==> config.mk <==
export PLATFORM = sky130hd
export DESIGN_NAME = page_frame_replacement
export DESIGN_NICKNAME = d
export VERILOG_FILES = /design/src/hw/rtl/prf_pkg.sv /design/src/hw/rtl/prf_cell.sv /design/src/hw/rtl/page_frame_replacement.sv
export SDC_FILE = /design/constraint.sdc
export NUM_CORES = 2
export LEC_CHECK = 0
export BUFFER_PORTS_ARGS = -buffer_cell sky130_fd_sc_hd__buf_2
export CORE_UTILIZATION = 59
export CTS_BUF_LIST = sky130_fd_sc_hd__clkbuf_4
export DETAILED_ROUTE_END_ITERATION = 8
export PLACE_DENSITY = 0.9
export SLEW_MARGIN = 20
export SYNTH_ARGS = -nofsm -noshare
export SYNTH_HDL_FRONTEND = slang
export SYNTH_SLANG_ARGS = --single-unit
==> constraint.sdc <==
create_clock -name clk -period 4 [get_ports clk]
set_input_delay 0.6 -clock clk [delete_from_list [all_inputs] [get_ports clk]]
set_output_delay 0.6 -clock clk [all_outputs]
set_load 0.005 [all_outputs]
==> src/hw/rtl/prf_pkg.sv <==
// ----------------------------------------------------------------------------
// prf_pkg: shared types and constants for the page frame replacement unit
// Sizes, the token carried along the cell row, per-item control, commit bus.
// ----------------------------------------------------------------------------
package prf_pkg;

  localparam int FRAME_CNT = 8;
  localparam int PAGE_BITS = 16;
  localparam int AGE_BITS  = 16;

  // frame index width and active-count width (count may equal FRAME_CNT)
  localparam int IDX_W = (FRAME_CNT > 1) ? $clog2(FRAME_CNT) : 1;
  localparam int CNT_W = $clog2(FRAME_CNT + 1);

  localparam logic [AGE_BITS-1:0] AGE_MAX = '1;
  localparam logic [31:0]         HIT_MAX = '1;

  typedef enum logic [0:0] {
    REG_REPLACE_MODE  = 1'b0,
    REG_FRAMES_IN_USE = 1'b1
  } reg_idx_t;

  typedef enum logic [1:0] {
    ST_IDLE,
    ST_RUN,
    ST_FINISH
  } state_t;

  // search token handed from cell to cell
  typedef struct packed {
    logic                 valid;
    logic                 decided;   // empty frame filled or hit found
    logic                 hit;
    logic [IDX_W-1:0]     slot;      // decided frame, else victim candidate
    logic [AGE_BITS-1:0]  best_age;  // largest age seen so far (LRU)
    logic [PAGE_BITS-1:0] page;
    logic [PAGE_BITS-1:0] cand_page; // page held by the victim candidate
  } tok_t;

  // settings that the user must hold steady while an item is in flight; the block itself does not enforce this
  typedef struct packed {
    logic             lru;
    logic [CNT_W-1:0] n;
    logic [IDX_W-1:0] fifo_slot;
  } ctl_t;

  // replacement write into one frame
  typedef struct packed {
    logic                 en;
    logic [IDX_W-1:0]     slot;
    logic [PAGE_BITS-1:0] page;
  } commit_t;

endpackage

==> src/hw/rtl/prf_cell.sv <==
// ----------------------------------------------------------------------------
// prf_cell: one frame of the replacement row
// Holds page, valid and age; updates them as the search token passes or a
// replacement write names it, and hands the token on through a register.
// ----------------------------------------------------------------------------
module prf_cell (
  input  logic              clk,
  input  logic              rst_n,
  input  logic [prf_pkg::IDX_W-1:0] idx,
  input  prf_pkg::ctl_t     ctl,
  input  prf_pkg::commit_t  commit,
  input  prf_pkg::tok_t     tin,
  output prf_pkg::tok_t     tout
);
  import prf_pkg::*;

  logic                 valid_r, valid_nxt;
  logic [PAGE_BITS-1:0] page_r, page_nxt;
  logic [AGE_BITS-1:0]  age_r, age_nxt;
  logic [AGE_BITS-1:0]  age_inc;
  tok_t                 tout_r, tout_nxt;
  logic                 active;

  assign active  = CNT_W'(idx) < ctl.n;
  assign age_inc = (age_r == AGE_MAX) ? age_r : age_r + 1'b1;

  always_comb begin
    tout_nxt  = tin;
    valid_nxt = valid_r;
    page_nxt  = page_r;
    age_nxt   = age_r;
    if (tin.valid && active) begin
      age_nxt = age_inc;
      if (!tin.decided) begin
        if (!valid_r) begin
          valid_nxt        = 1'b1;
          page_nxt         = tin.page;
          age_nxt          = '0;
          tout_nxt.decided = 1'b1;
          tout_nxt.slot    = idx;
        end else if (page_r == tin.page) begin
          tout_nxt.hit     = 1'b1;
          tout_nxt.decided = 1'b1;
          tout_nxt.slot    = idx;
          if (ctl.lru) begin
            age_nxt = '0;
          end
        end else if (ctl.lru) begin
          // strict compare keeps the lowest index among equal ages
          if (age_inc > tin.best_age) begin
            tout_nxt.best_age  = age_inc;
            tout_nxt.slot      = idx;
            tout_nxt.cand_page = page_r;
          end
        end else if (idx == ctl.fifo_slot) begin
          tout_nxt.slot      = idx;
          tout_nxt.cand_page = page_r;
        end
      end
    end
    if (commit.en && commit.slot == idx) begin
      valid_nxt = 1'b1;
      page_nxt  = commit.page;
      age_nxt   = '0;
    end
  end

  always_ff @(posedge clk) begin
    page_r <= page_nxt;
    if (!rst_n) begin
      valid_r <= 1'b0;
      age_r   <= '0;
      tout_r  <= '0;
    end else begin
      valid_r <= valid_nxt;
      age_r   <= age_nxt;
      tout_r  <= tout_nxt;
    end
  end

  assign tout = tout_r;

endmodule

==> src/hw/rtl/page_frame_replacement.sv <==
// Flow: an accepted beat is launched through the launch register, its search
//   token walks the row of frame cells one cell per cycle, is held at the
//   row's end and then waits until the output register is free (out_tready).
// Only one item is in flight: a new beat is taken only once the previous
//   result has gone into the output register.
// Reset (rst_n low, synchronous): all frames empty, ages, FIFO pointer and
//   hit count zero, FIFO mode, all 8 frames in use.
// ----------------------------------------------------------------------------
// page_frame_replacement: FIFO / LRU page frame replacement unit
// Control, configuration, result register and the row of frame cells.
// ----------------------------------------------------------------------------
module page_frame_replacement (
  input  logic        clk,
  input  logic        rst_n,
  input  logic        cfg_we,
  input  logic [0:0]  cfg_index,
  input  logic [3:0]  cfg_wdata,
  input  logic        in_tvalid,
  output logic        in_tready,
  input  logic [15:0] in_tdata,   // [15:0] page_number
  output logic        out_tvalid,
  input  logic        out_tready,
  output logic [55:0] out_tdata   // [0] hit, [3:1] frame_index, [4] evicted_valid,
                                  // [20:5] evicted_page, [52:21] hit_total
);
  import prf_pkg::*;

  logic             mode_r;
  logic [3:0]       fiu_r;
  logic [IDX_W-1:0] fifo_ptr_r, fifo_ptr_nxt;
  logic [31:0]      hit_cnt_r, hit_cnt_nxt;
  state_t           state_r, state_nxt;
  tok_t             launch_r, launch_nxt;
  tok_t             hold_r;
  logic             out_valid_r, out_valid_nxt;
  logic [55:0]      out_data_r;

  ctl_t             ctl;
  commit_t          commit;
  tok_t             chain [FRAME_CNT+1];
  tok_t             last_tok;
  logic             in_accept;
  logic             fire;
  logic [CNT_W-1:0] slot_inc;

  // active frame count, clamped to 1..FRAME_CNT
  always_comb begin
    ctl.lru = mode_r;
    if (fiu_r == 4'd0) begin
      ctl.n = CNT_W'(1);
    end else if (32'(fiu_r) > 32'(FRAME_CNT)) begin
      ctl.n = CNT_W'(FRAME_CNT);
    end else begin
      ctl.n = CNT_W'(fiu_r);
    end
    ctl.fifo_slot = (CNT_W'(fifo_ptr_r) < ctl.n) ? fifo_ptr_r : '0;
  end

  // configuration
  always_ff @(posedge clk) begin
    if (!rst_n) begin
      mode_r <= 1'b0;
      fiu_r  <= 4'd8;
    end else if (cfg_we) begin
      case (reg_idx_t'(cfg_index))
        REG_REPLACE_MODE:  mode_r <= cfg_wdata[0];
        REG_FRAMES_IN_USE: fiu_r  <= cfg_wdata;
        default: ;
      endcase
    end
  end

  // row of frame cells
  assign chain[0] = launch_r;
  for (genvar g = 0; g < FRAME_CNT; g++) begin : g_cell
    prf_cell u_cell (
      .clk    (clk),
      .rst_n  (rst_n),
      .idx    (IDX_W'(g)),
      .ctl    (ctl),
      .commit (commit),
      .tin    (chain[g]),
      .tout   (chain[g+1])
    );
  end
  assign last_tok = chain[FRAME_CNT];

  // next state
  always_comb begin
    state_nxt = state_r;
    case (state_r)
      ST_IDLE:   if (in_tvalid) state_nxt = ST_RUN;
      ST_RUN:    if (last_tok.valid) state_nxt = ST_FINISH;
      ST_FINISH: if (!out_valid_r || out_tready) state_nxt = ST_IDLE;
      default:   state_nxt = ST_IDLE;
    endcase
  end

  // outputs of the controller
  always_comb begin
    in_tready = 1'b0;
    fire      = 1'b0;
    case (state_r)
      ST_IDLE:   in_tready = 1'b1;
      ST_RUN:    ;
      ST_FINISH: fire = !out_valid_r || out_tready;
      default:   ;
    endcase
  end

  assign in_accept = in_tvalid && in_tready;

  always_comb begin
    launch_nxt           = '0;
    launch_nxt.valid     = in_accept;
    launch_nxt.page      = PAGE_BITS'(in_tdata);
    launch_nxt.slot      = ctl.fifo_slot;
  end

  assign commit.en   = fire && !hold_r.decided;
  assign commit.slot = hold_r.slot;
  assign commit.page = hold_r.page;

  assign slot_inc = CNT_W'(hold_r.slot) + 1'b1;

  always_comb begin
    fifo_ptr_nxt = fifo_ptr_r;
    if (commit.en && !mode_r) begin
      fifo_ptr_nxt = (slot_inc < ctl.n) ? IDX_W'(slot_inc) : '0;
    end
    hit_cnt_nxt = hit_cnt_r;
    if (fire && hold_r.hit && hit_cnt_r != HIT_MAX) begin
      hit_cnt_nxt = hit_cnt_r + 1'b1;
    end
    out_valid_nxt = out_valid_r;
    if (fire) begin
      out_valid_nxt = 1'b1;
    end else if (out_tready) begin
      out_valid_nxt = 1'b0;
    end
  end

  always_ff @(posedge clk) begin
    if (state_r == ST_RUN && last_tok.valid) begin
      hold_r <= last_tok;
    end
    if (fire) begin
      out_data_r <= {3'b000,
                     hit_cnt_nxt,
                     16'(hold_r.decided ? '0 : hold_r.cand_page),
                     !hold_r.decided,
                     3'(hold_r.slot),
                     hold_r.hit};
    end
    if (!rst_n) begin
      state_r     <= ST_IDLE;
      launch_r    <= '0;
      fifo_ptr_r  <= '0;
      hit_cnt_r   <= '0;
      out_valid_r <= 1'b0;
    end else begin
      state_r     <= state_nxt;
      launch_r    <= launch_nxt;
      fifo_ptr_r  <= fifo_ptr_nxt;
      hit_cnt_r   <= hit_cnt_nxt;
      out_valid_r <= out_valid_nxt;
    end
  end

  assign out_tvalid = out_valid_r;
  assign out_tdata  = out_data_r;

  // no token may reach the end of the row unless an item is running
  a_tok_only_in_run: assert property (@(posedge clk) disable iff (!rst_n)
    last_tok.valid |-> state_r == ST_RUN)
    else $error("search token left the cell row outside a run");

  // an accepted beat launches exactly one token on the next cycle
  a_launch: assert property (@(posedge clk) disable iff (!rst_n)
    in_accept |=> launch_r.valid && state_r == ST_RUN)
    else $error("accepted beat did not launch a token");

  // a hit never reports an eviction
  a_hit_no_evict: assert property (@(posedge clk) disable iff (!rst_n)
    out_valid_r && out_data_r[0] |-> !out_data_r[4])
    else $error("result reports both hit and eviction");

  // the hit count never goes down
  a_hit_mono: assert property (@(posedge clk) disable iff (!rst_n)
    ##1 hit_cnt_r >= $past(hit_cnt_r))
    else $error("hit counter decreased");

  // a replacement write happens only with a finished token held
  a_commit_finish: assert property (@(posedge clk) disable iff (!rst_n)
    commit.en |-> state_r == ST_FINISH && !hold_r.hit)
    else $error("frame replaced outside the finish step");

endmodule

# After elaboration in Yosys (flattened, before gate mapping)
# Index checks and enable logic that the tools add are counted.
[op_classes]
n_bitwise = 2
magnitude_cmp = 19
mux = 269
n_eq_ne = 52
reduce_logical = 66
addsub = 10
[op_table]
columns = ["cell", "count"]
rows = [
  ["$mux 16", 152],
  ["$mux 21", 16],
  ["$mux 19", 8],
  ["$add 16x1->16 const B", 8],
  ["$eq 16x16->1", 8],
  ["$eq 16x16->1 const B", 8],
  ["$gt 16x16->1", 8],
  ["$mux 3", 34],
  ["$mux 1", 44],
  ["$add 32x1->32 const B", 1],
  ["$mux 32", 1],
  ["$ne 32x32->1 const B", 1],
  ["$reduce_and 3->1", 9],
  ["$logic_and 1x1->1", 22],
  ["$mux 2", 11],
  ["$ne 2x2->1 const B", 10],
  ["$reduce_and 2->1", 10],
  ["$ne 2x1->1 const B", 9],
  ["$reduce_bool 2->1", 9],
  ["$lt 3x4->1 const A", 4],
  ["$reduce_or 2->1", 8],
  ["$eq 3x3->1 const A", 4],
  ["$eq 3x3->1 const B", 4],
  ["$lt 1x4->1 const A", 2],
  ["other kinds (19)", 27],
]
[word_totals]
inputBits = 26
register_bits = 867
output_inout_bits = 58
word_cells = 517

# Depth between registers and ports, before layout
[depth]
depth_word = 12
ltp_mapped = 17
ltp_nobuf = 15

# Hierarchy
# From an unflattened synthesis, not the netlist that was laid out.
[hier_totals]
hier_cells = 4052
area_unflattened_um2 = 40914.2
[by_module_without_submodules]
columns = ["mod", "area_each_um2", "seq_area_each_um2", "instances", "cells_each"]
rows = [
  ["prf_cell (g_cell[0].u_cell ...)", 4342.9, 1901.8, 4, 445],
  ["prf_cell (g_cell[5].u_cell ...)", 4377.9, 1901.8, 3, 445],
  ["page_frame_replacement", 6015.8, 3963.8, 1, 492],
  ["prf_cell (g_cell[4].u_cell)", 4393.0, 1901.8, 1, 445],
]

# Worst setup path after synthesis
# No wires, ideal clock.
[synth_timing]
path_type = "reg2reg"
from = "reg g_cell[4].u_cell.age_r[3]"
to = "reg g_cell[4].u_cell.tout_r (netlist bit g_cell[4].u_cell.tout[2])"
t_required_ps = 3872
path_stages_with_launch = 17
setup_ps = 128
period_less_slack_ps = 3864
path_buffers = 3
setup_slack_ps = 136
arrival_time_ps = 3736
path_cell_list = "dfxtp_1 clkbuf_1 and4_1 clkbuf_1 nand2_1 nor3b_1 nand3_1 mux2_2 ha_1 a211o_1 or4_1 o32a_1 a32oi_1 a211oi_1 clkbuf_1 nand3_1 o21ai_1"
[synth_between]
elab_chain_cells = 9
word_cells_on_any_way = 10
classes_between = "add/sub: 1; order compare: 1; eq/ne: 1; mux: 7"
[synth_lines]
columns = ["item", "line", "text"]
rows = [
  ["start: declaration", "prf_cell.sv:19", "logic [AGE_BITS-1:0] age_r, age_nxt;"],
  ["start signal: assignment", "prf_cell.sv:76", "age_r <= age_nxt;"],
  ["$add 16x1->16 / $eq 16x16->1 (equally long branches)", "prf_cell.sv:25", "assign age_inc = (age_r == AGE_MAX) ? age_r : age_r + 1'b1;"],
  ["$mux 16 *", "prf_cell.sv:25", ""],
  ["$gt 16x16->1 *", "prf_cell.sv:50", "if (age_inc > tin.best_age) begin"],
  ["$mux 16 *", "prf_cell.sv:50", ""],
  ["$mux 16 *", "prf_cell.sv:48", "end else if (ctl.lru) begin"],
  ["$mux 16 *", "prf_cell.sv:41", "end else if (page_r == tin.page) begin"],
  ["$mux 16 *", "prf_cell.sv:35", "if (!valid_r) begin"],
  ["$mux 16 *", "prf_cell.sv:34", "if (!tin.decided) begin"],
  ["$mux 16 *", "prf_cell.sv:32", "if (tin.valid && active) begin"],
  ["end signal: assignment", "prf_cell.sv:77", "tout_r <= tout_nxt;"],
  ["end: declaration", "prf_cell.sv:21", "tok_t tout_r, tout_nxt;"],
]
# Mark *: on every way between the ends. The rest lies on a longest branch, timed or not.
# A chain may end at the register's enable or synchronous reset.

# Worst setup path after layout
[layout_timing]
from = "reg g_cell[7].u_cell.age_r[0]"
to = "reg g_cell[7].u_cell.tout_r (netlist bit g_cell[7].u_cell.tout[15])"
[layout_between]
elab_chain_cells = 9
word_cells_on_any_way = 10
classes_between = "add/sub: 1; order compare: 1; eq/ne: 1; mux: 7"
[layout_lines]
columns = ["item", "line"]
rows = [
  ["start: declaration", "prf_cell.sv:19"],
  ["start signal: assignment", "prf_cell.sv:76"],
  ["$add 16x1->16 / $eq 16x16->1 (equally long branches)", "prf_cell.sv:25"],
  ["$mux 16 *", "prf_cell.sv:25"],
  ["$gt 16x16->1 *", "prf_cell.sv:50"],
  ["$mux 16 *", "prf_cell.sv:50"],
  ["$mux 16 *", "prf_cell.sv:48"],
  ["$mux 16 *", "prf_cell.sv:41"],
  ["$mux 16 *", "prf_cell.sv:35"],
  ["$mux 16 *", "prf_cell.sv:34"],
  ["$mux 16 *", "prf_cell.sv:32"],
  ["end signal: assignment", "prf_cell.sv:77"],
  ["end: declaration", "prf_cell.sv:21"],
]
# Marked as above.

==> impl_metrics.env <==
export IMPL_status="complete, no violations"
export IMPL_synthFlopType="dfxtp_1"
export IMPL_hold_viol=0
export IMPL_hold_depth=3
export IMPL_cts_sinks=833
export IMPL_clk_latency_ns=1.11
export IMPL_worstHoldStart="cfg_we"
export IMPL_holdWs_ns=0.0772
export IMPL_seq_area_frac_synth=0.503
export IMPL_ff2ff_path_depth=17
export IMPL_grt_overflow=0
export IMPL_fp_dieW_um=254
export IMPL_wl_per_cell_um=17.9
export IMPL_r2r_end="g_cell[7].u_cell.tout[15]"
export IMPL_start_util=0.596
export IMPL_ys_warn_count=0
export IMPL_root_buffer="clkbuf_4"
export IMPL_min_period_over_period=0.962
export IMPL_yosys_area_top_type="dfxtp_1"
export IMPL_syn_to_final_growth_pct=13.1
export IMPL_antenna_left=0
export IMPL_grt_usage=0.272
export IMPL_synth_top_area_frac=0.328
export IMPL_synth_most_common_cell="dfxtp_1"
export IMPL_die_area_um2=64600
export IMPL_synth_cells=3695
export IMPL_holdPathEnd="fiu_r[2]"
export IMPL_dp_slack_ns=-0.137
export IMPL_setup_violations_final=0
export IMPL_p_leak_nw=16.7
export IMPL_grt_pass1_vias=28286
export IMPL_grt_pass1_wl_mm=141
export IMPL_cap_viol_max_count=0
export IMPL_layout_nets=4111
export IMPL_dieHeight_um=254
export IMPL_worstReg2RegStart="g_cell[7].u_cell.age_r[0]"
export IMPL_netlist_top_cells_count="dfxtp_1 (615), nand2_1 (382), nor2_1 (240), and2_1 (220), edfxtp_1 (218)"
export IMPL_drv_slew=0
export IMPL_h_tree_depth=4
export IMPL_crit_type="reg -> reg"
export IMPL_fin_cells=4970
export IMPL_async_flop_share=0
export IMPL_fmax_ghz=0.260
export IMPL_r2r_setup_slack_ns=0.15
export IMPL_final_core_util=0.674
export IMPL_powerDensity_nw_per_um2=377
export IMPL_cp_arrival_ns=4.88
export IMPL_vias=28701
export IMPL_path_clk_slew_ns=0.07
export IMPL_crit_required_ns=5.03
export IMPL_ys_seq_elements=833
export IMPL_syn_area_um2=37500
export IMPL_synth_edf_count=218
export IMPL_peakVddDrop_uv=325
export IMPL_clock_path_buffers=3
export IMPL_power_mw=16.0
export IMPL_crit_start="g_cell[7].u_cell.age_r[0]"
export IMPL_ioPinCount=84
export IMPL_cts_buffers=200
export IMPL_start_kind="register"
export IMPL_synth_area_leaders="dfxtp_1 (33%), edfxtp_1 (17%), mux2i_1 (4.6%), xnor2_1 (4.6%), ha_1 (4.4%)"
export IMPL_tightest_slew_ns=1.09
export IMPL_hp_class="in -> reg"
export IMPL_path_max_fanout=8
export IMPL_firstDrtPassIters=8
export IMPL_viasPerCell=5.77
export IMPL_finalClockSkew_ns=0.0778
export IMPL_dp_cells=4563
export IMPL_grt_max_degree=253
export IMPL_antenna_found_initial=2
export IMPL_drc_errors=0
export IMPL_slew_headroom=0.276
export IMPL_core_um2=63000
export IMPL_postRouteWirelength_mm=88.8
export IMPL_crit_path_end_kind="register"
export IMPL_final_layout_size_suffix_gt1_frac=0.175
export IMPL_fin_crit_ns=3.85
export IMPL_dp_hpwl_mm=60.2
export IMPL_synthDistinctLibCells=92
export IMPL_port_buffers=80
export IMPL_postSynthAreaPerCell_um2=10.1
export IMPL_finalWorstSetupSlack_ns=0.153
export IMPL_cts_tree="done"
export IMPL_drtIter0Drc=2465
export IMPL_rows=92
export IMPL_gp_congestion=0.962
flip-flops by register name, summed over array words and instances, names as in the netlist, 3 cells and up:
| register | count |
|---|---|
| fifo_ptr_r | 3 |
| out_tdata | 53 |
| g_cell.u_cell.age_r | 128 |
| fiu_r | 4 |
| g_cell.u_cell.page_r | 128 |
| commit | 19 |
| hold_r | 18 |
| g_cell.u_cell.valid_r | 8 |
| g_cell.u_cell.tout | 416 |
| chain | 20 |
| hit_cnt_r | 32 |
metrics by stage:
step | instance area, um2 | setup TNS (ns)
global route | 42400 | -0.0891
global placement | 39300 | 0
floorplan | 37500 | 0
finish | 42400 | 0
CTS | 42100 | 0
detailed placement | 39300 | -1.69
critical path, cell delays in order (launching register included):
cell and delay (ns):
dfxtp_2 0.37, ha_2 0.23, and3_1 0.21, nor4b_4 0.38, nand2_1 0.14, and2_2 0.28
nand3_2 0.12, xnor2_2 0.08, ha_1 0.36, nand4_1 0.14, o41ai_2 0.08, or4_1 0.50
a31oi_1 0.15, nor3_1 0.09, nor2_2 0.09, buf_4 0.16, clkbuf_16 0.18, mux2i_1 0.19
power by group:
part	internal (mW)	switching [mW]	total [mW]	leakage (nW)
Sequential	8.66	0.0511	8.71	7.32
Clock	3.44	3.46	6.90	1.49
Combinational	0.131	0.256	0.387	7.85
Total	12.2	3.77	16.0	16.7
final cells by class:
type / count / area (um2)
repair buffers: 229 / 1710
clock inverters: 88 / 484
inverters: 160 / 603
diodes: 8 / 20.0
multi-input cells: 2529 / 17600
well taps: 846 / 1060
fillers: 4424 / 20600
flip-flops and latches: 833 / 18900
clock buffers: 277 / 2080
routing by layer:
metal | global-route usage | vias to the layer above | share of wire
met5 | 0 | - | 0
met4 | 0.141 | 0 | 0.038
met3 | 0.0472 | 276 | 0.065
met2 | 0.468 | 1146 | 0.49
met1 | 0.326 | 13582 | 0.41
li1 | - | 13697 | -
how the worst max path moves through the flow:
stage                                      endpoint
after floorplan            g_cell[4].u_cell.tout[2]
after global placement    g_cell[4].u_cell.tout[44]
after detailed placement  g_cell[3].u_cell.tout[10]
after CTS                 g_cell[3].u_cell.tout[34]
after global routing      g_cell[7].u_cell.tout[10]
final                     g_cell[7].u_cell.tout[15]
cells by family after synthesis:
| family | synth area share |
|---|---|
| other | 0.000100 |
| adders and majority gates | 0.0440 |
| and+or+nand+nor | 0.182 |
| AOI/OAI and AO/OA | 0.0954 |
| muxes | 0.0846 |
| buffers and inverters | 0.0361 |
| xor gates and xnor gates | 0.0551 |
| DFF | 0.503 |
placed cells by master (no fill, tap or decap), types with 60 or more instances in the layout:
cell      instances
nand3_1         180
mux2_2          127
clkbuf_4        277
nand2_1         381
inv_1           157
clkinv_1         60
edfxtp_1        218
xnor2_1         193
a21oi_1         107
mux2i_1         172
o21ai_0          65
and2_1          218
dfxtp_1         610
buf_4           113
ha_1            131
nand4_1          86
nor2_1          240
buf_2            79
timing repair:
| action | in CTS | in global routing |
|---|---|---|
| gates cloned | 0 | 1 |
| hold buffers | 27 | 0 |
| pin swaps | 0 | 13 |
| resized for setup | 4 | 39 |
| endpoints found under the hold margin | 53 | 0 |
| setup buffers | 0 | 6 |
| endpoints found under the setup margin | 30 | 198 |
Power figures use the tool's default switching activity.
